$ cat config.mk
export PLATFORM = sky130hd
export DESIGN_NAME = brace_block_end_finder_unit
export DESIGN_NICKNAME = d
export VERILOG_FILES = /design/src/hw/rtl/bbef_pkg.sv /design/src/hw/rtl/brace_block_end_finder_unit.sv /design/src/hw/rtl/bbef_front.sv /design/src/hw/rtl/bbef_queue.sv /design/src/hw/rtl/bbef_back.sv
export SDC_FILE = /design/constraint.sdc
export NUM_CORES = 1
export LEC_CHECK = 0
export ABC_AREA = 0
export BUFFER_PORTS_ARGS = -buffer_cell sky130_fd_sc_hd__buf_2
export CAP_MARGIN = 25
export CORE_ASPECT_RATIO = 0.9
export CORE_MARGIN = 2
export CORE_UTILIZATION = 55
export CTS_BUF_LIST = sky130_fd_sc_hd__clkbuf_16
export DETAILED_ROUTE_END_ITERATION = 10
export PLACE_DENSITY = 0.75
export SLEW_MARGIN = 25
export SYNTH_ARGS = -nofsm -noshare
export SYNTH_HDL_FRONTEND = slang
export SYNTH_HIERARCHICAL = 1
export SYNTH_SLANG_ARGS = --single-unit
$ cat constraint.sdc
create_clock -name i_clk -period 4.55 [get_ports i_clk]
set_clock_uncertainty 0.1 [all_clocks]
set_input_delay 0.2275 -clock i_clk [delete_from_list [all_inputs] [get_ports i_clk]]
set_output_delay 0.2275 -clock i_clk [all_outputs]
set_load 0.1 [all_outputs]
$ cat src/hw/rtl/bbef_pkg.sv
// ----------------------------------------------------------------------------
// bbef_pkg
// shared types and constants of the brace block end finder
// ----------------------------------------------------------------------------
package bbef_pkg;

    localparam logic [7:0] C_LBRACE = 8'h7B;
    localparam logic [7:0] C_RBRACE = 8'h7D;
    localparam logic [7:0] C_LF     = 8'h0A;
    localparam logic [7:0] C_CR     = 8'h0D;
    localparam logic [7:0] C_APOS   = 8'h27;
    localparam logic [7:0] C_QUOTE  = 8'h22;
    localparam logic [7:0] C_SLASH  = 8'h2F;
    localparam logic [7:0] C_STAR   = 8'h2A;
    localparam logic [7:0] C_BSLASH = 8'h5C;

    typedef enum logic [3:0] {
        CL_OTHER,
        CL_LBRACE,
        CL_RBRACE,
        CL_SLASH,
        CL_STAR,
        CL_QUOTE,
        CL_APOS,
        CL_BSLASH,
        CL_CR,
        CL_LF
    } t_cls;

    typedef struct packed {
        t_cls cls;
        logic last;
    } t_item;

    typedef enum logic [2:0] {
        PH_SEEK,
        PH_LEX,
        PH_AFTER_CLOSE,
        PH_AFTER_CR,
        PH_DONE
    } t_phase;

    typedef enum logic [1:0] {
        ST_FOUND     = 2'd0,
        ST_NO_OPEN   = 2'd1,
        ST_UNCLOSED  = 2'd2,
        ST_OVERFLOW  = 2'd3
    } t_status;

endpackage

$ cat src/hw/rtl/brace_block_end_finder_unit.sv
// ----------------------------------------------------------------------------
// brace_block_end_finder_unit
// finds the end of a brace-delimited block in a streamed C-like text
// ----------------------------------------------------------------------------
// Text bytes enter on the slave stream, one byte per transfer, with tlast on
// the final byte of a text. Bytes before the first '{' are skipped; from it on
// comments, string and char literals and brace depth are tracked. After the
// closing brace one optional CR and one optional LF are counted into the span.
// At most one result per text leaves on the master stream: status in the low
// two bits of tdata, then the absolute offset one past the span (zero unless
// found). The user writes the span start offset on the configuration port only
// while the block is idle; the block does not enforce this. Throughput is one
// byte per cycle while the receiver does not stall; a deciding byte passes the
// classifier register, two-entry queue and lexer into the result register.
// When the receiver stalls, the result register holds and the lexer stops; the
// queue and the classifier register then fill and o_s_tready falls. Reset
// empties the pipeline, clears the lexer state and sets the span start to zero.
// ----------------------------------------------------------------------------
module brace_block_end_finder_unit import bbef_pkg::*; #(
    parameter int DEPTH_MAX   = 255,
    parameter int OFFSET_BITS = 24
) (
    input  logic                   i_clk,
    input  logic                   i_rst_n,
    input  logic                   i_cfg_we,
    input  logic [OFFSET_BITS-1:0] i_cfg_wdata,
    input  logic                   i_s_tvalid,
    output logic                   o_s_tready,
    input  logic [7:0]             i_s_tdata,   // text_byte
    input  logic                   i_s_tlast,   // end_of_text
    output logic                   o_m_tvalid,
    input  logic                   i_m_tready,
    output logic [((2+OFFSET_BITS+7)/8)*8-1:0] o_m_tdata  // status, span_end
);

    localparam int OUT_W = ((2 + OFFSET_BITS + 7) / 8) * 8;

    logic                   w_f_valid;
    logic                   w_f_ready;
    t_item                  w_f_item;
    logic                   w_q_valid;
    logic                   w_q_ready;
    t_item                  w_q_item;
    t_status                w_status;
    logic [OFFSET_BITS-1:0] w_span_end;

    bbef_front u_front (
        .i_clk      (i_clk),
        .i_rst_n    (i_rst_n),
        .i_s_tvalid (i_s_tvalid),
        .o_s_tready (o_s_tready),
        .i_s_tdata  (i_s_tdata),
        .i_s_tlast  (i_s_tlast),
        .o_valid    (w_f_valid),
        .i_ready    (w_f_ready),
        .o_item     (w_f_item)
    );

    bbef_queue u_queue (
        .i_clk   (i_clk),
        .i_rst_n (i_rst_n),
        .i_valid (w_f_valid),
        .o_ready (w_f_ready),
        .i_item  (w_f_item),
        .o_valid (w_q_valid),
        .i_ready (w_q_ready),
        .o_item  (w_q_item)
    );

    bbef_back #(
        .DEPTH_MAX   (DEPTH_MAX),
        .OFFSET_BITS (OFFSET_BITS)
    ) u_back (
        .i_clk       (i_clk),
        .i_rst_n     (i_rst_n),
        .i_cfg_we    (i_cfg_we),
        .i_cfg_wdata (i_cfg_wdata),
        .i_valid     (w_q_valid),
        .o_ready     (w_q_ready),
        .i_item      (w_q_item),
        .o_m_tvalid  (o_m_tvalid),
        .i_m_tready  (i_m_tready),
        .o_status    (w_status),
        .o_span_end  (w_span_end)
    );

    assign o_m_tdata = OUT_W'({w_span_end, w_status});

endmodule

$ cat src/hw/rtl/bbef_front.sv
// ----------------------------------------------------------------------------
// bbef_front
// accepts text bytes and classifies them into lexer character classes
// ----------------------------------------------------------------------------
module bbef_front import bbef_pkg::*; (
    input  logic        i_clk,
    input  logic        i_rst_n,
    input  logic        i_s_tvalid,
    output logic        o_s_tready,
    input  logic [7:0]  i_s_tdata,   // text_byte
    input  logic        i_s_tlast,   // end_of_text
    output logic        o_valid,
    input  logic        i_ready,
    output t_item       o_item
);

    logic  r_valid;
    t_item r_item;
    t_cls  w_cls;

    always_comb begin
        case (i_s_tdata)
            C_LBRACE: w_cls = CL_LBRACE;
            C_RBRACE: w_cls = CL_RBRACE;
            C_SLASH:  w_cls = CL_SLASH;
            C_STAR:   w_cls = CL_STAR;
            C_QUOTE:  w_cls = CL_QUOTE;
            C_APOS:   w_cls = CL_APOS;
            C_BSLASH: w_cls = CL_BSLASH;
            C_CR:     w_cls = CL_CR;
            C_LF:     w_cls = CL_LF;
            default:  w_cls = CL_OTHER;
        endcase
    end

    assign o_s_tready = !r_valid || i_ready;

    always_ff @(posedge i_clk) begin
        if (!i_rst_n) begin
            r_valid <= 1'b0;
        end else if (o_s_tready) begin
            r_valid <= i_s_tvalid;
        end
    end

    always_ff @(posedge i_clk) begin
        if (o_s_tready && i_s_tvalid) begin
            r_item.cls  <= w_cls;
            r_item.last <= i_s_tlast;
        end
    end

    assign o_valid = r_valid;
    assign o_item  = r_item;

endmodule

$ cat src/hw/rtl/bbef_queue.sv
// ----------------------------------------------------------------------------
// bbef_queue
// two-entry queue between the classifier and the lexer
// ----------------------------------------------------------------------------
module bbef_queue import bbef_pkg::*; (
    input  logic  i_clk,
    input  logic  i_rst_n,
    input  logic  i_valid,
    output logic  o_ready,
    input  t_item i_item,
    output logic  o_valid,
    input  logic  i_ready,
    output t_item o_item
);

    t_item       r_mem [2];
    logic        r_wp;
    logic        r_rp;
    logic [1:0]  r_cnt;
    logic        w_push;
    logic        w_pop;

    assign o_ready = (r_cnt != 2'd2);
    assign o_valid = (r_cnt != 2'd0);
    assign w_push  = i_valid && o_ready;
    assign w_pop   = o_valid && i_ready;
    assign o_item  = r_mem[r_rp];

    always_ff @(posedge i_clk) begin
        if (!i_rst_n) begin
            r_wp  <= 1'b0;
            r_rp  <= 1'b0;
            r_cnt <= 2'd0;
        end else begin
            if (w_push) begin
                r_wp <= !r_wp;
            end
            if (w_pop) begin
                r_rp <= !r_rp;
            end
            case ({w_push, w_pop})
                2'b10:   r_cnt <= r_cnt + 2'd1;
                2'b01:   r_cnt <= r_cnt - 2'd1;
                default: r_cnt <= r_cnt;
            endcase
        end
    end

    always_ff @(posedge i_clk) begin
        if (w_push) begin
            r_mem[r_wp] <= i_item;
        end
    end

endmodule

$ cat src/hw/rtl/bbef_back.sv
// ----------------------------------------------------------------------------
// bbef_back
// lexer state machine, span counter and result register
// ----------------------------------------------------------------------------
module bbef_back import bbef_pkg::*; #(
    parameter int DEPTH_MAX   = 255,
    parameter int OFFSET_BITS = 24
) (
    input  logic                   i_clk,
    input  logic                   i_rst_n,
    input  logic                   i_cfg_we,
    input  logic [OFFSET_BITS-1:0] i_cfg_wdata,
    input  logic                   i_valid,
    output logic                   o_ready,
    input  t_item                  i_item,
    output logic                   o_m_tvalid,
    input  logic                   i_m_tready,
    output t_status                o_status,
    output logic [OFFSET_BITS-1:0] o_span_end
);

    localparam int DW = $clog2(DEPTH_MAX + 1);
    localparam logic [DW-1:0] DEPTH_LIM = DW'(DEPTH_MAX);

    logic [OFFSET_BITS-1:0] r_span_start;
    t_phase                 r_phase, n_phase, w_phase_mid;
    logic [DW-1:0]          r_depth, n_depth;
    logic [OFFSET_BITS-1:0] r_count, n_count;
    logic                   r_str, r_chr, r_esc, r_line, r_block, r_pslash, r_pstar;
    logic                   n_str, n_chr, n_esc, n_line, n_block, n_pslash, n_pstar;

    logic                   r_out_valid;
    t_status                r_out_status;
    logic [OFFSET_BITS-1:0] r_out_span;

    t_cls                   w_cls;
    logic                   w_last;
    logic                   w_pop;
    logic                   w_counts;
    logic                   w_ovf;
    logic                   w_inc;
    logic                   w_plain;
    logic                   w_depth_ovf;
    logic                   w_emit;
    t_status                w_status;
    logic [OFFSET_BITS:0]   w_sum1;
    logic [OFFSET_BITS-1:0] w_sum0;
    logic [OFFSET_BITS-1:0] w_span;

    assign w_cls  = i_item.cls;
    assign w_last = i_item.last;

    assign o_ready = !r_out_valid || i_m_tready;
    assign w_pop   = i_valid && o_ready;

    always_comb begin
        case (r_phase)
            PH_SEEK:        w_counts = 1'b1;
            PH_LEX:         w_counts = 1'b1;
            PH_AFTER_CLOSE: w_counts = (w_cls == CL_CR) || (w_cls == CL_LF);
            PH_AFTER_CR:    w_counts = (w_cls == CL_LF);
            default:        w_counts = 1'b0;
        endcase
    end

    assign w_sum0 = r_span_start + r_count;
    assign w_sum1 = {1'b0, r_span_start} + {1'b0, r_count} + (OFFSET_BITS+1)'(1);
    assign w_ovf  = w_counts && w_sum1[OFFSET_BITS];
    assign w_inc  = w_counts && !w_ovf;
    assign w_span = w_inc ? w_sum1[OFFSET_BITS-1:0] : w_sum0;

    // byte reaches the plain lexer path (not in comment or literal, not a comment opener)
    assign w_plain = !r_line && !r_block && !r_str && !r_chr &&
                     !(r_pslash && ((w_cls == CL_SLASH) || (w_cls == CL_STAR)));
    assign w_depth_ovf = (r_phase == PH_LEX) && w_plain && (w_cls == CL_LBRACE) &&
                         (r_depth >= DEPTH_LIM);

    // next state
    always_comb begin
        w_phase_mid = r_phase;
        n_depth  = r_depth;
        n_count  = w_inc ? (r_count + OFFSET_BITS'(1)) : r_count;
        n_str    = r_str;
        n_chr    = r_chr;
        n_esc    = r_esc;
        n_line   = r_line;
        n_block  = r_block;
        n_pslash = r_pslash;
        n_pstar  = r_pstar;
        if (!w_ovf) begin
            case (r_phase)
                PH_SEEK: begin
                    if (w_cls == CL_LBRACE) begin
                        w_phase_mid = PH_LEX;
                        n_depth  = DW'(1);
                        n_str    = 1'b0;
                        n_chr    = 1'b0;
                        n_esc    = 1'b0;
                        n_line   = 1'b0;
                        n_block  = 1'b0;
                        n_pslash = 1'b0;
                        n_pstar  = 1'b0;
                    end
                end
                PH_LEX: begin
                    if (r_line) begin
                        if (w_cls == CL_LF) begin
                            n_line = 1'b0;
                        end
                    end else if (r_block) begin
                        if (r_pstar && (w_cls == CL_SLASH)) begin
                            n_block = 1'b0;
                            n_pstar = 1'b0;
                        end else begin
                            n_pstar = (w_cls == CL_STAR);
                        end
                    end else if (r_str || r_chr) begin
                        if (r_esc) begin
                            n_esc = 1'b0;
                        end else if (w_cls == CL_BSLASH) begin
                            n_esc = 1'b1;
                        end else if (r_str && (w_cls == CL_QUOTE)) begin
                            n_str = 1'b0;
                        end else if (r_chr && (w_cls == CL_APOS)) begin
                            n_chr = 1'b0;
                        end
                    end else if (r_pslash && (w_cls == CL_SLASH)) begin
                        n_pslash = 1'b0;
                        n_line   = 1'b1;
                    end else if (r_pslash && (w_cls == CL_STAR)) begin
                        n_pslash = 1'b0;
                        n_block  = 1'b1;
                    end else begin
                        n_pslash = (w_cls == CL_SLASH);
                        case (w_cls)
                            CL_QUOTE: n_str = 1'b1;
                            CL_APOS:  n_chr = 1'b1;
                            CL_LBRACE: begin
                                if (r_depth < DEPTH_LIM) begin
                                    n_depth = r_depth + DW'(1);
                                end
                            end
                            CL_RBRACE: begin
                                if (r_depth > DW'(1)) begin
                                    n_depth = r_depth - DW'(1);
                                end else begin
                                    n_depth     = '0;
                                    w_phase_mid = PH_AFTER_CLOSE;
                                end
                            end
                            default: n_depth = r_depth;
                        endcase
                    end
                end
                PH_AFTER_CLOSE: begin
                    if (w_cls == CL_CR) begin
                        w_phase_mid = PH_AFTER_CR;
                    end
                end
                default: w_phase_mid = r_phase;
            endcase
        end

        if (w_emit) begin
            n_phase = PH_DONE;
        end else begin
            n_phase = w_phase_mid;
        end
        if (w_last) begin
            n_phase  = PH_SEEK;
            n_depth  = '0;
            n_count  = '0;
            n_str    = 1'b0;
            n_chr    = 1'b0;
            n_esc    = 1'b0;
            n_line   = 1'b0;
            n_block  = 1'b0;
            n_pslash = 1'b0;
            n_pstar  = 1'b0;
        end
    end

    // outputs
    always_comb begin
        w_emit   = 1'b0;
        w_status = ST_FOUND;
        if (w_ovf || w_depth_ovf) begin
            w_emit   = 1'b1;
            w_status = ST_OVERFLOW;
        end else if ((r_phase == PH_AFTER_CLOSE && w_cls != CL_CR) ||
                     r_phase == PH_AFTER_CR) begin
            w_emit = 1'b1;
        end else if (w_last) begin
            case (w_phase_mid)
                PH_SEEK: begin
                    w_emit   = 1'b1;
                    w_status = ST_NO_OPEN;
                end
                PH_LEX: begin
                    w_emit   = 1'b1;
                    w_status = ST_UNCLOSED;
                end
                PH_AFTER_CLOSE, PH_AFTER_CR: begin
                    w_emit = 1'b1;
                end
                default: w_emit = 1'b0;
            endcase
        end
    end

    always_ff @(posedge i_clk) begin
        if (!i_rst_n) begin
            r_span_start <= '0;
        end else if (i_cfg_we) begin
            r_span_start <= i_cfg_wdata;
        end
    end

    always_ff @(posedge i_clk) begin
        if (!i_rst_n) begin
            r_phase  <= PH_SEEK;
            r_depth  <= '0;
            r_count  <= '0;
            r_str    <= 1'b0;
            r_chr    <= 1'b0;
            r_esc    <= 1'b0;
            r_line   <= 1'b0;
            r_block  <= 1'b0;
            r_pslash <= 1'b0;
            r_pstar  <= 1'b0;
        end else if (w_pop) begin
            r_phase  <= n_phase;
            r_depth  <= n_depth;
            r_count  <= n_count;
            r_str    <= n_str;
            r_chr    <= n_chr;
            r_esc    <= n_esc;
            r_line   <= n_line;
            r_block  <= n_block;
            r_pslash <= n_pslash;
            r_pstar  <= n_pstar;
        end
    end

    always_ff @(posedge i_clk) begin
        if (!i_rst_n) begin
            r_out_valid <= 1'b0;
        end else if (w_pop && w_emit) begin
            r_out_valid <= 1'b1;
        end else if (i_m_tready) begin
            r_out_valid <= 1'b0;
        end
    end

    always_ff @(posedge i_clk) begin
        if (w_pop && w_emit) begin
            r_out_status <= w_status;
            r_out_span   <= (w_status == ST_FOUND) ? w_span : '0;
        end
    end

    assign o_m_tvalid = r_out_valid;
    assign o_status   = r_out_status;
    assign o_span_end = r_out_span;

endmodule
# Word-level counts from Yosys, hierarchy flattened
# Memory sizes are Yosys's and may differ from the RTL's. A register that Yosys moved wholly into a read port is not among the register bits.
# Cells that the tools add are included.
op_classes:
  n_lt_le_gt_ge: 3
  n_eq_ne: 48
  reduce_logical: 56
  addsub: 8
  mux: 110
op_table:
  columns: ["cell", "n"]
  rows:
  - ["$mux 8", 10]
  - ["$mux 24", 3]
  - ["$mux 1", 68]
  - ["$ne 4x3->1 const B", 11]
  - ["$mux 3", 12]
  - ["$pmux 4 s9", 1]
  - ["$eq 8x6->1 const B", 4]
  - ["$pmux 8 s2", 2]
  - ["$add 24x24->25", 1]
  - ["$add 25x1->25 const B", 1]
  - ["$add 24x1->24 const B", 1]
  - ["$add 24x24->24", 1]
  - ["$eq 8x7->1 const B", 3]
  - ["$logic_and 1x1->1", 20]
  - ["$ne 3x2->1 const B", 6]
  - ["$eq 4x3->1 const B", 4]
  - ["$eq 8x4->1 const B", 2]
  - ["$pmux 1 s2", 7]
  - ["$reduce_and 7->1", 2]
  - ["$reduce_and 13->1", 1]
  - ["$eq 3x2->1 const B", 4]
  - ["$reduce_and 12->1", 1]
  - ["$reduce_and 11->1", 1]
  - ["$logic_not 1->1", 10]
  - ["other kinds (32)", 49]
word_totals:
  ff_bits: 103
  ram_bits: 10
  wordCells: 246
  mem_count: 1
  output_inout_bits: 34
  input_bits: 38
mem_list:
  columns: ["name", "depth", "width", "read_ports", "rd_clocked_by_memory_dff", "wr", "line", "source"]
  rows:
  - ["u_queue.r_mem", 2, 5, 1, 1, 1, "bbef_queue.sv:16", "t_item r_mem [2];"]

# Depth between registers and ports, before layout
# Gate-level depths: netlist (run 1).
depth:
  word_depth: 18
  depth_mapped: 14
  ltp_nobuf: 12

# By module
# Netlist (run 1), hierarchy kept.
modules_own_cells:
  columns: ["mod", "area_per_inst_um2", "seq_area_each_um2", "instances", "cells_per_inst"]
  rows:
  - ["bbef_back", 6039.5, 2122.0, 1, 703]
  - ["bbef_queue", 583.1, 400.4, 1, 40]
  - ["bbef_front", 362.8, 170.2, 1, 36]
  - ["brace_block_end_finder_unit", 48.8, 0.0, 1, 7]

# Worst setup path before layout (run 1)
# Ideal clock, no wire load.
synth_path:
  path_type: "register to register"
  startpoint: "reg u_back.r_count[19]"
  endpoint: "reg u_back.r_out_span[0] (netlist: u_back/o_span_end[0]) (enable)"
  n_path_buf: 1
  setup_ps: 369
  period_less_slack_ps: 3165
  setup_slack_ps: 1385
  required_time_ps: 4081
  stages_incl_launch_ff: 11
  arrival_ps: 2696
  cell_sequence: "dfxtp_1 > ha_1 > buf_4 > nand4_1 > nor2_1 > a221o_1 > o31a_1 > a31oi_1 > nand2_1 > o21ai_0 > inv_1"
synth_via:
  elab_chain_len: 11
  elab_cells_between_ends: 15
  classes_between: "add/sub (2); eq/ne (3); mux (5); reduce/logical (5)"
synth_rtl:
  columns: ["item", "line", "source"]
  rows:
  - ["from (decl)", "bbef_back.sv:28", "logic [OFFSET_BITS-1:0] r_count, n_count;"]
  - ["from (signal assigned)", "bbef_back.sv:234", "r_count <= n_count;"]
  - ["$add 24x24->25 *", "bbef_back.sv:67", "assign w_sum1 = {1'b0, r_span_start} + {1'b0, r_count} + (OFFSET_BITS+1)'(1);"]
  - ["$add 25x1->25 *", "bbef_back.sv:67", null]
  - ["$logic_and 1x1->1 *", "bbef_back.sv:68", "assign w_ovf = w_counts && w_sum1[OFFSET_BITS];"]
  - ["$mux 3", "bbef_back.sv:90", "if (!w_ovf) begin"]
  - ["$eq 3x1->1 (tied with other cells)", "bbef_back.sv:194", "case (w_phase_mid)"]
  - ["$reduce_or 4->1 (no line)", null, null]
  - ["$mux 1", "bbef_back.sv:194", null]
  - ["$mux 1", "bbef_back.sv:193", "end else if (w_last) begin"]
  - ["$mux 1", "bbef_back.sv:190", "end else if ((r_phase == PH_AFTER_CLOSE && w_cls != CL_CR) ||"]
  - ["$mux 1 *", "bbef_back.sv:187", "if (w_ovf || w_depth_ovf) begin"]
  - ["$logic_and 1x1->1 *", "bbef_back.sv:256", "if (w_pop && w_emit) begin"]
  - ["to (signal assigned)", "bbef_back.sv:258", "r_out_span <= (w_status == ST_FOUND) ? w_span : '0;"]
  - ["to (decl)", "bbef_back.sv:34", "logic [OFFSET_BITS-1:0] r_out_span;"]
# Mark *: on every way between the ends. The rest lies on a longest branch, timed or not.
# A chain may end at the register's enable or synchronous reset.

==> results of run 1 <==
## synthesized netlist by cell type, drive strengths merged, types with 8 or more instances
library cell and n:
nand2b 13, nand3 26, edfxtp 41, and3 9, a21oi 53, xor2 20, dfxtp 73, nor2b 34
inv 24, xnor2 13, mux2i 34, buf 20, and2 8, a21o 12, clkbuf 23, ha 30
nor2 77, o22ai 8, a21boi 9, or3 8, nand4 18, nor3 19, nand2 66, o21ai 37
## per-stage QoR
step | util | setup WS, ns | power, W | hold slack (ns)
6_report | 0.651 | 0.916 | 0.00371 | 0.0206
5_1_grt | 0.651 | 0.667 | 0.00388 | 0.0351
4_1_cts | 0.650 | 0.966 | 0.00372 | 0.0180
3_5_place_dp | 0.587 | 1.02 | 0.00245 | 0.312
3_3_place_gp | 0.587 | 1.11 | 0.00242 | 0.308
2_1_floorplan | - | 1.38 | 0.00222 | 0.226
## worst max path at each step
| stage | from | to | cells past startpoint |
|---|---|---|---|
| global route | u_back/r_count[19]$_SDFFE_PN0P_ | u_back/r_depth[7]$_SDFFE_PN0P_ | 9 |
| global placement | flop | u_back/r_count[20]$_SDFFE_PN0P_ | 9 |
| CTS | flop | u_back/r_count[10]$_SDFFE_PN0P_ | 9 |
| floorplan | u_back/r_count[19]$_SDFFE_PN0P_ | u_back/o_span_end[0]$_SDFFCE_PP0P_ | 10 |
| finish | flop | u_back/o_span_end[14]$_SDFFCE_PP0P_ | 9 |
| detailed placement | flop | u_back/r_count[22]$_SDFFE_PN0P_ | 9 |
## layer usage
metal	track usage	up-vias	wire length, microns
met5	0	-	0
met4	0.102	0	424
met3	0.0633	36	1020
met2	0.426	222	8250
met1	0.331	2885	7500
li1	-	2990	-
## repair_timing
item / in CTS / in global routing
endpoints found under the setup margin: 0 / 0
endpoints found under the hold margin: 24 / 0
hold buffers: 24 / 0
resized for setup: 0 / 0
## state kept, by name, indices dropped and copies added, names as in the netlist, 2 cells and up, named ones only
name / count
u_back/o_span_end: 24
u_back/o_status: 2
u_front/o_item: 5
u_queue/r_cnt: 2
u_back/r_span_start: 24
u_back/r_depth: 8
u_back/r_phase: 3
u_back/r_count: 24
u_queue/r_mem: 10
## cell usage in the layout, fill, tap and decap left out, types with 7 or more instances in the layout
cell           count
nor2_1            77
dfxtp_1           73
nand2_1           66
buf_2             65
a21oi_1           51
edfxtp_1          41
nor2b_1           34
mux2i_1           34
o21ai_0           32
ha_1              30
inv_1             25
nand3_1           25
dlygate4sd3_1     24
xor2_1            20
clkbuf_16         18
nand4_1           18
nor3_1            18
nand2b_1          13
xnor2_1           13
a21o_1            12
and3_1             9
o22ai_1            8
or3_1              8
and2_1             7
o211ai_1           7
a21boi_0           7
o21a_1             7
## area by class of cell
class                      count  area, sq um  area share
timing repair buffer          91          581      0.0708
sequential                   114         2690       0.328
clock inverter                14          111      0.0136
tap                          164          205      0.0250
clock buffer                  18          450      0.0550
multi-input combinational    610         4070       0.496
inverter                      24         90.1      0.0110
## power groups by stage
stage	combinational [W]	sequential, W	clock [W]
2_1_floorplan	0.000605	0.00162	0
3_3_place_gp	0.00114	0.00128	0
3_5_place_dp	0.00116	0.00128	0
4_1_cts	0.00119	0.00126	0.00127
5_1_grt	0.00129	0.00128	0.00131
6_report	0.00120	0.00126	0.00125
## kinds of logic (layout without fill, tap and decap cells)
kind of cell               count (synthesis)  after routing  share of synthesized area
muxes                                     40             40                     0.0580
AOI/OAI and AO/OA                        184            184                      0.177
and+or+nand+nor                          315            315                      0.238
other                                      1              6                   0.000533
xor gates and xnor gates                  33             33                     0.0411
DFF                                      114            114                      0.383
adders and majority gates                 32             32                     0.0591
buffers and inverters                     67            147                     0.0434
## worst reg2reg max path, cell delays in order, from the launching register on
cell	delay (ns)
dfxtp_1	0.42
mux2_2	0.42
and2b_1	0.25
nand3b_1	0.16
a221oi_1	0.44
nand3_2	0.29
mux2_2	0.40
o31ai_1	0.56
a21oi_1	0.18
mux2i_1	0.16
==> summary.md, run 1 <==
| Metric | Value |
|---|---|
| Least-Margin Pin Slew | `~1 ns` |
| DRC viols | `0` |
| Post-CTS setup buffers | `0` |
| Number of synthesis warnings | `6` |
| R2r worst-path depth | `9` |
| Leading area contributor after synthesis | `dfxtp_1` |
| P_int | `about 0.0023 W` |
| Standard-cell rows | `39` |
| Post-placement cell area | `roughly 7400 sq um` |
| #FFs+latches synth | `114` |
| Routed vias/inst | `5.93` |
| Inst Count DP | `979` |
| Crit path buf inv count | `0` |
| CP Class | `reg2reg` |
| CP delay by family, top | `compound AO/OA/AOI/OAI gates` |
| GR Util All Layers | `0.261` |
| Worst Hold End | `u_back/r_span_start[7]$_SDFFE_PN0P_` |
| Synth unique cells | `81` |
| Sequential area share after synthesis | `0.383` |
| Post-route cell area | `between 8000 and 9000 sq um` |
| Root Buffer | `clkbuf_16` |
| WHS Path Cells | `3` |
| Worst path arrival time | `approximately 3.7 ns` |
| Global-route wire length before repair | `28200 microns` |
| TritonCTS clock tree | `done` |
| Core ar. | `12600 sq um` |
| FILL cells | `1043` |
| Seq pwr share | `0.341` |
| Share of cells above drive strength 1 | `0.154` |
| Die Ht | `about 110 microns` |
| Initial antenna violation count | `0` |
| Die ar. | `13700 sq um` |
| Hpwl dp | `12000 microns` |
| Vias | `6133` |
| Switch Pwr | `0.00144 W` |
| Clk pwr share | `0.337` |
| Synth Instances | `786` |
| Nets | `928` |
| Placer Congestion | `0.962` |
| Area of the mapped netlist | `roughly 7000 sq um` |
| WL final | `17200 microns` |
| Hold Crit Start | `i_cfg_wdata[7]` |
| Diodes inserted | `0` |
| Total CTS buffers | `17` |
| Final Critical Period | `around 3.6 ns` |
| Most used cell, CP | `mux2_2` |
| F_max | `0.275 GHz` |
| Yosys top cell area share | `0.208` |
| Startpoint type of the worst setup path | `flop` |
| Ranking of synthesized cells by area | `dfxtp_1 21%, edfxtp_1 18%, ha_1 5.3%` |
| Async set or reset register ratio after synthesis | `0` |
| Remaining Overflow, GRT | `0` |
| Clock buffer depth | `2` |
| Finished Layout Cells | `1035` |
| Slowest Stage Delay on Critical Path | `0.56 ns` |
| Finish-stage setup viols | `0` |
| Setup Total Neg Slack | `0 ns` |
| CP Max Fanout | `9` |
| I/O pin cnt | `72` |
| DRT iter0 DRCs | `about 390` |
| Max capacitance violation total | `0` |
| Pwr dens | `453 nW/um^2` |
| Comb pwr share | `0.323` |
| EDFF count, synth | `a little over 40` |
| Worst path cell trace | `mux2_2, and2b_1, nand3b_1, a221oi_1, nand3_2, mux2_2, o31ai_1, a21oi_1, mux2i_1` |
| Syn avg cell area | `8.95 sq um` |
| Die W | `123 microns` |
| Tcrit/Tclk final | `0.799` |
| Worst skew pair latency | `0.42 ns` |
| Max-slew headroom | `0.347` |
| Critical path required time | `4.61 ns` |
| Clk slew on worst S/H paths | `0.05 ns` |
| PortBufs | `65` |
| Drt first pass iters | `5` |
| Final Hold Viols | `0` |
| Vias in the first global route | `about 5900` |
| Net Sw Frac | `0.388` |
| H-tree Lvls | `4` |
| Area Overhead vs Synth | `16.5%` |
| Crit. End Element | `flop` |
| Slew Limit Fails | `0` |
| Sink Count | `114` |
| DRT antenna net count | `0` |
| RSZ-0062 raised after global routing | `no` |
| Largest net degree at the start of global routing | `58` |
| Status | `completed` |
| Initial core utilization | `0.559` |
| Wire length per cell | `16.6 microns` |
| Reg-to-reg critical path endpoint | `u_back/o_span_end[14]$_SDFFCE_PP0P_` |
| Peak supply drop | `between 0.2 and 0.3 mV` |
| Static Leak | `between 3 and 4 nW` |
| Reg2reg setup slack | `0.92 ns` |
| Top FF cell, synth | `dfxtp_1` |
| Master of the slowest instance on the critical path | `o31ai_1` |
| Hold Path Class | `in2reg` |
(Power assumes the default switching activity.)
==> inputs of run 2 (changes only) <==
--- a/config.mk
+++ b/config.mk
@@ -5,7 +5,7 @@
 export SDC_FILE = /design/constraint.sdc
 export NUM_CORES = 1
 export LEC_CHECK = 0
-export ABC_AREA = 0
+export ABC_AREA = 1
 export BUFFER_PORTS_ARGS = -buffer_cell sky130_fd_sc_hd__buf_2
 export CAP_MARGIN = 25
 export CORE_ASPECT_RATIO = 0.9
@@ -13,7 +13,7 @@
 export CORE_UTILIZATION = 55
 export CTS_BUF_LIST = sky130_fd_sc_hd__clkbuf_16
 export DETAILED_ROUTE_END_ITERATION = 10
-export PLACE_DENSITY = 0.75
+export PLACE_DENSITY = 0.74
 export SLEW_MARGIN = 25
 export SYNTH_ARGS = -nofsm -noshare
 export SYNTH_HDL_FRONTEND = slang
==> constraint.sdc (replaced) <==
create_clock -name i_clk -period 3.51 [get_ports i_clk]
set_clock_uncertainty 0.1 [all_clocks]
set_input_delay 0.1755 -clock i_clk [delete_from_list [all_inputs] [get_ports i_clk]]
set_output_delay 0.1755 -clock i_clk [all_outputs]
set_load 0.1 [all_outputs]
==> run 2 against run 1 <==
Net effect:
- cell area rose by 18%
- count of clock-buffer cells in the layout grew 1
- critical endpoint is now u_back/o_span_end[7]$_SDFFCE_PP0P_
- synthesized cell count rose by 57%
- sequential share of layout area is 4.9 points lower
- setup slack lost 0.58 ns
- via count up 37%
- register-to-register slack got worse by 0.58 ns
- highest routed layer unchanged
- combinational power rose by 120%
- largest cell class unchanged
- hold slack improved by 0.0064 ns
- utilization hardly changed
==> summary.md, run 2 <==
| Metric | Value |
|---|---|
| Synth unique cells | `52 (was 81)` |
| Slew Limit Fails | `0 (unchanged)` |
| Async set or reset register ratio after synthesis | `0 (unchanged)` |
| Clk slew on worst S/H paths | `0.06 ns (was 0.05 ns)` |
| Sink Count | `114 (unchanged)` |
| Reg2reg setup slack | `0.33 ns (was 0.92 ns)` |
| Max capacitance violation total | `0 (unchanged)` |
| Synth Instances | `1234 (was 786)` |
| Share of cells above drive strength 1 | `0.150 (was 0.154)` |
| Total CTS buffers | `17 (unchanged)` |
| Top FF cell, synth | `dfxtp_1 (unchanged)` |
| Largest net degree at the start of global routing | `41 (was 58)` |
| Placer Congestion | `1.01 (was 0.962)` |
| Routed vias/inst | `5.46 (was 5.93)` |
| FILL cells | `1306 (was 1043)` |
| CP Class | `reg2reg (unchanged)` |
| Number of synthesis warnings | `6 (unchanged)` |
| I/O pin cnt | `72 (unchanged)` |
| Ranking of synthesized cells by area | `dfxtp_1 17%, nand2_1 15%, edfxtp_1 15% (was dfxtp_1 21%, edfxtp_1 18%, ha_1 5.3%)` |
| R2r worst-path depth | `16 (was 9)` |
| Sequential area share after synthesis | `0.321 (was 0.383)` |
| Most frequent cells in the layout | `332 x nand2_1, 183 x nor2_1, 125 x inv_1 (was 77 x nor2_1, 73 x dfxtp_1, 66 x nand2_1)` |
| Power, Total | `0.00612 W (was 0.00371 W)` |
| Wire length per cell | `14.8 microns (was 16.6 microns)` |
| Status | `completed (unchanged)` |
| Startpoint type of the worst setup path | `flop (unchanged)` |
| Setup Total Neg Slack | `0 ns (unchanged)` |
| WL final | `22800 microns (was 17200 microns)` |
| Root Buffer | `clkbuf_16 (unchanged)` |
| TritonCTS clock tree | `done (unchanged)` |
| Worst slack at placement | `0.351 ns (was 1.02 ns)` |
| Finish-stage setup viols | `0 (unchanged)` |
| PortBufs | `65 (unchanged)` |
| Post-CTS setup buffers | `0 (unchanged)` |
| Syn avg cell area | `6.79 sq um (was 8.95 sq um)` |
| H-tree Lvls | `4 (unchanged)` |
| Die W | `134 microns (was 123 microns)` |
| Worst skew pair latency | `0.43 ns (was 0.42 ns)` |
| RSZ-0062 raised after global routing | `no (unchanged)` |
| Area of the multi-input gates | `4940 sq um (was 4070 sq um)` |
| Reg-to-reg critical path endpoint | `u_back/o_span_end[7]$_SDFFCE_PP0P_ (was u_back/o_span_end[14]$_SDFFCE_PP0P_)` |
| Remaining Overflow, GRT | `0 (unchanged)` |
| Vias | `8391 (was 6133)` |
| Area Overhead vs Synth | `15.0% (was 16.5%)` |
| Static Leak | `4.37 nW (was 3.29 nW)` |
| Die Ht | `121 microns (was 111 microns)` |
| DRT iter0 DRCs | `953 (was 389)` |
| Worst setup margin | `0.335 ns (was 0.916 ns)` |
| Global-route wire length before repair | `36400 microns (was 28200 microns)` |
| #FFs+latches synth | `114 (unchanged)` |
| R2R Path Start | `u_back/r_count[0]$_SDFFE_PN0P_` |
| Commonest cells post-synth | `332 x nand2_1, 183 x nor2_1, 123 x inv_1, 90 x a21oi_1, 73 x dfxtp_1 (was 77 x nor2_1, 73 x dfxtp_1, 66 x nand2_1, 51 x a21oi_1, 41 x edfxtp_1)` |
| Crit. End Element | `flop (unchanged)` |
| # hold bufs at CTS | `25 (was 24)` |
| Most frequent cell after synthesis | `nand2_1 (was nor2_1)` |
| Drt first pass iters | `5 (unchanged)` |
| Standard-cell rows | `42 (was 39)` |
| Max-slew headroom | `0.408 (was 0.347)` |
| Nets | `1395 (was 928)` |
| Final Critical Period | `3.18 ns (was 3.63 ns)` |
| Critical path required time | `3.44 ns (was 4.61 ns)` |
| Diodes inserted | `0 (unchanged)` |
| DRT antenna net count | `0 (unchanged)` |
| PostCTS Resize Cnt | `0 (unchanged)` |
| Clock buffer depth | `2 (unchanged)` |
| Pwr dens | `634 nW/um^2 (was 453 nW/um^2)` |
| Worst path arrival time | `3.10 ns (was 3.69 ns)` |
| Least-Margin Pin Slew | `0.887 ns (was 0.979 ns)` |
| Core ar. | `14800 sq um (was 12600 sq um)` |
| Initial core utilization | `0.566 (was 0.559)` |
| Final core occ | `0.651 (about the same)` |
| Tcrit/Tclk final | `0.905 (was 0.799)` |
| GR Util All Layers | `0.285 (was 0.261)` |
| Worst Setup SP | `u_back/r_count[0]$_SDFFE_PN0P_` |
| Hold Path Class | `in2reg (unchanged)` |
| Seq. cell area | `2690 sq um (unchanged)` |
| Peak supply drop | `0.453 mV (was 0.275 mV)` |
| Area of the mapped netlist | `8380 sq um (was 7030 sq um)` |
| Final Hold Viols | `0 (unchanged)` |
| Initial antenna violation count | `0 (unchanged)` |
| Leading area contributor after synthesis | `dfxtp_1 (unchanged)` |
| DRC viols | `0 (unchanged)` |
| EDFF count, synth | `41 (unchanged)` |
| Worst setup path endpoint | `u_back/o_span_end[7]$_SDFFCE_PP0P_ (was u_back/o_span_end[14]$_SDFFCE_PP0P_)` |
| F_max | `0.315 GHz (was 0.275 GHz)` |
| Vias in the first global route | `7351 (was 5919)` |
| Leading cell type in the layout, fill and taps excluded | `nand2_1 (was nor2_1)` |
| Die ar. | `16200 sq um (was 13700 sq um)` |
| Yosys top cell area share | `0.174 (was 0.208)` |
| CP Max Fanout | `26 (was 9)` |
| Hpwl dp | `17000 microns (was 12000 microns)` |
==> run 2: logic make-up (layout without fill, tap and decap cells) <==
family / after synthesis / count (layout) / synth area share
other: 1 / 6 / 0.000447
AND/OR/NAND/NOR: 674 / 674 / 0.357
AO/OA/AOI/OAI: 195 / 195 / 0.134
buffers and inverters: 175 / 274 / 0.0916
flip-flops: 114 / 114 / 0.321
adder cells (fa/ha/maj): 32 / 32 / 0.0495
multiplexers: 5 / 5 / 0.00671
XOR/XNOR: 38 / 38 / 0.0397
==> run 2: critical path, cell delays in order, from the launching register on <==
cell     delay, ns
dfxtp_1       0.30
inv_1         0.11
ha_1          0.28
inv_1         0.11
fa_1          0.46
nand3_1       0.12
nand2_2       0.09
nand2_1       0.09
nand2_2       0.08
nand2_4       0.10
nand3_4       0.10
nand2_4       0.11
nand2_2       0.06
inv_2         0.09
nand2_1       0.05
nand2_1       0.11
inv_1         0.40
==> run 2: area by class of cell <==
cell class              count  area share
multi-input cells         950       0.512
flip-flops and latches    114       0.279
repair buffers            102      0.0690
inverters                 140      0.0550
clock buffers              19      0.0493
well taps                 198      0.0257
clock inverters            13     0.00947
==> run 2: worst min-delay path by stage <==
| stage | startpoint | end | slack [ns] | cells after the start |
|---|---|---|---|---|
| floorplan | i_s_tlast | u_front/o_item[0]$_DFFE_PP_ | 0.17 | 0 |
| global placement | i_s_tlast | u_front/o_item[0]$_DFFE_PP_ | 0.26 | 1 |
| detailed placement | i_s_tlast | u_front/o_item[0]$_DFFE_PP_ | 0.27 | 1 |
| CTS | i_cfg_wdata[0] | u_back/r_span_start[0]$_SDFFE_PN0P_ | 0.03 | 3 |
| global route | i_cfg_wdata[0] | u_back/r_span_start[0]$_SDFFE_PN0P_ | 0.04 | 3 |
| finish | i_cfg_wdata[0] | u_back/r_span_start[0]$_SDFFE_PN0P_ | 0.03 | 3 |
==> run 2: through the flow <==
stage | hold WS [ns] | instances | area [sq um]
detailed placement | 0.267 | 1479 | 8830
floorplan | 0.174 | 1239 | 8400
global placement | 0.259 | 1479 | 8830
CTS | 0.0323 | 1536 | 9650
global route | 0.0422 | 1536 | 9650
finish | 0.0270 | 1536 | 9650
==> run 2: report_power, final <==
part | leakage, nW | switching, W | internal, W
logic | 3.09 | 0.00201 | 0.000634
clock network | 0.289 | 0.000615 | 0.00104
registers | 0.988 | 0.000159 | 0.00166
total | 4.37 | 0.00279 | 0.00333
==> run 2: layer usage <==
layer / vias to the layer above / GRT usage / part of all wire
met5: - / 0 / 0
met4: 0 / 0.0796 / 0.018
met3: 39 / 0.0781 / 0.089
met2: 365 / 0.417 / 0.42
met1: 3813 / 0.411 / 0.47
li1: 4174 / - / -
==> inputs of run 3 (changes only) <==
==> constraint.sdc (replaced) <==
create_clock -name i_clk -period 3.55 [get_ports i_clk]
set_clock_uncertainty 0.1 [all_clocks]
set_input_delay 0.1775 -clock i_clk [delete_from_list [all_inputs] [get_ports i_clk]]
set_output_delay 0.1775 -clock i_clk [all_outputs]
set_load 0.1 [all_outputs]
==> run 3 against run 2 <==
Net effect:
- sequential share of layout area fell by 0.12 points
- routed wire length down 0.60%
- first-iteration DRC count down 9.2%
- register-to-register slack worse by 0.11 ns
- hold slack improved by 0.027 ns
- combinational power is essentially flat
- global-route usage about the same
- total power rose by 0.69%
- critical path type unchanged
- largest power group unchanged
==> summary.md, run 3 (synthesized netlist as in run 2, its figures left out) <==
| Metric | Value |
|---|---|
| Status | `completed (unchanged)` |
| Peak supply drop | `0.531 mV (was 0.453 mV)` |
| Vias in the first global route | `7399 (was 7351)` |
| Slew Limit Fails | `0 (unchanged)` |
| Total CTS buffers | `17 (unchanged)` |
| H-tree Lvls | `4 (unchanged)` |
| Crit. End Element | `flop (unchanged)` |
| Finished Layout Cells | `1537 (was 1536)` |
| Hold Path Class | `in2reg (unchanged)` |
| Post-placement cell area | `8820 sq um (was 8830 sq um)` |
| Comb pwr share | `0.427 (was 0.432)` |
| Die W | `134 microns (unchanged)` |
| Die ar. | `16200 sq um (unchanged)` |
| Diodes inserted | `0 (unchanged)` |
| Inst Count DP | `1478 (was 1479)` |
| Largest net degree at the start of global routing | `41 (unchanged)` |
| Vias | `8290 (was 8391)` |
| Area Overhead vs Synth | `15.5% (was 15.0%)` |
| WL final | `22600 microns (was 22800 microns)` |
| Static Leak | `4.35 nW (was 4.37 nW)` |
| Routed vias/inst | `5.39 (was 5.46)` |
| Initial core utilization | `0.566 (unchanged)` |
| DRT antenna net count | `0 (unchanged)` |
| Worst path arrival time | `3.31 ns (was 3.10 ns)` |
| CP Max Fanout | `13 (was 26)` |
| F_max | `0.301 GHz (was 0.315 GHz)` |
| Global-route wire length before repair | `36300 microns (was 36400 microns)` |
| Drt first pass iters | `6 (was 5)` |
| Least-Margin Pin Slew | `0.708 ns (was 0.887 ns)` |
| Switch Pwr | `0.00280 W (was 0.00279 W)` |
| Max-slew headroom | `0.528 (was 0.408)` |
| Nets | `1396 (was 1395)` |
| Pwr dens | `636 nW/um^2 (was 634 nW/um^2)` |
| DRC viols | `0 (unchanged)` |
| PortBufs | `65 (unchanged)` |
| Wire length per cell | `14.7 microns (was 14.8 microns)` |
| Finish-stage setup viols | `0 (unchanged)` |
| Clk pwr share | `0.281 (was 0.270)` |
| Sink Count | `114 (unchanged)` |
| Clock buffer depth | `2 (unchanged)` |
| Hold slack | `0.0545 ns (was 0.0270 ns)` |
| GR Util All Layers | `0.284 (was 0.285)` |
| DRT iter0 DRCs | `865 (was 953)` |
| Placer Congestion | `1.03 (was 1.01)` |
| Setup Total Neg Slack | `0 ns (unchanged)` |
| Initial antenna violation count | `0 (unchanged)` |
| Most frequent cells in the layout | `332 x nand2_1, 183 x nor2_1, 123 x inv_1 (was 332 x nand2_1, 183 x nor2_1, 125 x inv_1)` |
| CP Class | `reg2reg (unchanged)` |
| Root Buffer | `clkbuf_16 (unchanged)` |
| Remaining Overflow, GRT | `0 (unchanged)` |
| Worst skew pair latency | `0.43 ns (about the same)` |
| TritonCTS clock tree | `done (unchanged)` |
| Seq pwr share | `0.293 (was 0.298)` |
| P_int | `0.00336 W (was 0.00333 W)` |
| Max capacitance violation total | `0 (unchanged)` |
| Startpoint type of the worst setup path | `flop (unchanged)` |
| Standard-cell rows | `42 (unchanged)` |
| Hpwl dp | `16500 microns (was 17000 microns)` |
| Net Sw Frac | `0.455 (about the same)` |
| Core ar. | `14800 sq um (unchanged)` |
| Tcrit/Tclk final | `0.936 (was 0.905)` |
| Post-route cell area | `9690 sq um (was 9650 sq um)` |
| Final Critical Period | `3.32 ns (was 3.18 ns)` |
| RSZ-0062 raised after global routing | `no (unchanged)` |
| Die Ht | `121 microns (unchanged)` |
| Leading cell type in the layout, fill and taps excluded | `nand2_1 (unchanged)` |
| Clk slew on worst S/H paths | `0.06 ns (about the same)` |
| Critical path required time | `3.54 ns (was 3.44 ns)` |
| Share of cells above drive strength 1 | `0.153 (was 0.150)` |
| Final Hold Viols | `0 (unchanged)` |
| I/O pin cnt | `72 (unchanged)` |
## run 3: worst paths after layout
kind	end	start	slack, ns	cells after the start
hold reg to reg	u_queue/r_mem[1][4]$_DFFE_PP_	u_front/o_item[4]$_DFFE_PP_	0.34	0
hold / removal	u_front/o_item[1]$_DFFE_PP_	i_s_tdata[0]	0.05	3
setup reg to reg	u_back/o_status[1]$_DFFE_PP_	u_back/r_count[0]$_SDFFE_PN0P_	0.23	16
setup / recovery	u_back/o_status[1]$_DFFE_PP_	u_back/r_count[0]$_SDFFE_PN0P_	0.23	16
## run 3: power by group through the flow
stage / clock network (W) / registers, W / logic (W)
floorplan: 0 / 0.00245 / 0.00152
global placement: 0 / 0.00182 / 0.00251
detailed placement: 0 / 0.00182 / 0.00254
CTS: 0.00175 / 0.00180 / 0.00258
global route: 0.00182 / 0.00183 / 0.00285
finish: 0.00173 / 0.00180 / 0.00263
## run 3: critical path, cell delays in order (launching register included)
cell        delay [ns]
dfxtp_1           0.37
inv_1             0.14
ha_1              0.24
inv_1             0.10
fa_1              0.45
nand3_1           0.12
nand2_2           0.09
nand2_1           0.09
nand2_2           0.08
nand2_4           0.10
nand3_4           0.10
nand2_4           0.11
nand2_2           0.05
inv_2             0.09
nand2_1           0.06
nand2_1           0.27
clkinvlp_4        0.39
## run 3: final cells by class
class | count | area (sq um)
clock buffer | 17 | 425
clock inverter | 15 | 168
fill | 1353 | 5130
inverter | 140 | 534
multi-input combinational | 950 | 4940
sequential | 114 | 2690
tap | 198 | 248
timing repair buffer | 102 | 668
timing repair inverter | 1 | 7.51
## run 3: through the flow
step | total power [W] | util | setup WS (ns)
finish | 0.00616 | 0.654 | 0.227
global route | 0.00650 | 0.654 | 0.0396
CTS | 0.00613 | 0.653 | 0.198
detailed placement | 0.00436 | 0.595 | 0.236
global placement | 0.00433 | 0.595 | 0.342
floorplan | 0.00397 | - | 0.708
## run 3: metal layers
metal / vias to the layer above / part of all wire / global-route usage
met1: 3749 / 0.49 / 0.412
met2: 325 / 0.42 / 0.425
met5: - / 0 / 0
met4: 0 / 0.015 / 0.0842
li1: 4187 / - / -
met3: 29 / 0.075 / 0.0614
## run 3: what timing repair did
action,in CTS,in global routing
hold buffers,26,0
gates resized for setup,0,2
hold endpoints to repair,26,0
endpoints found under the setup margin,0,26
buffers inserted,0,0
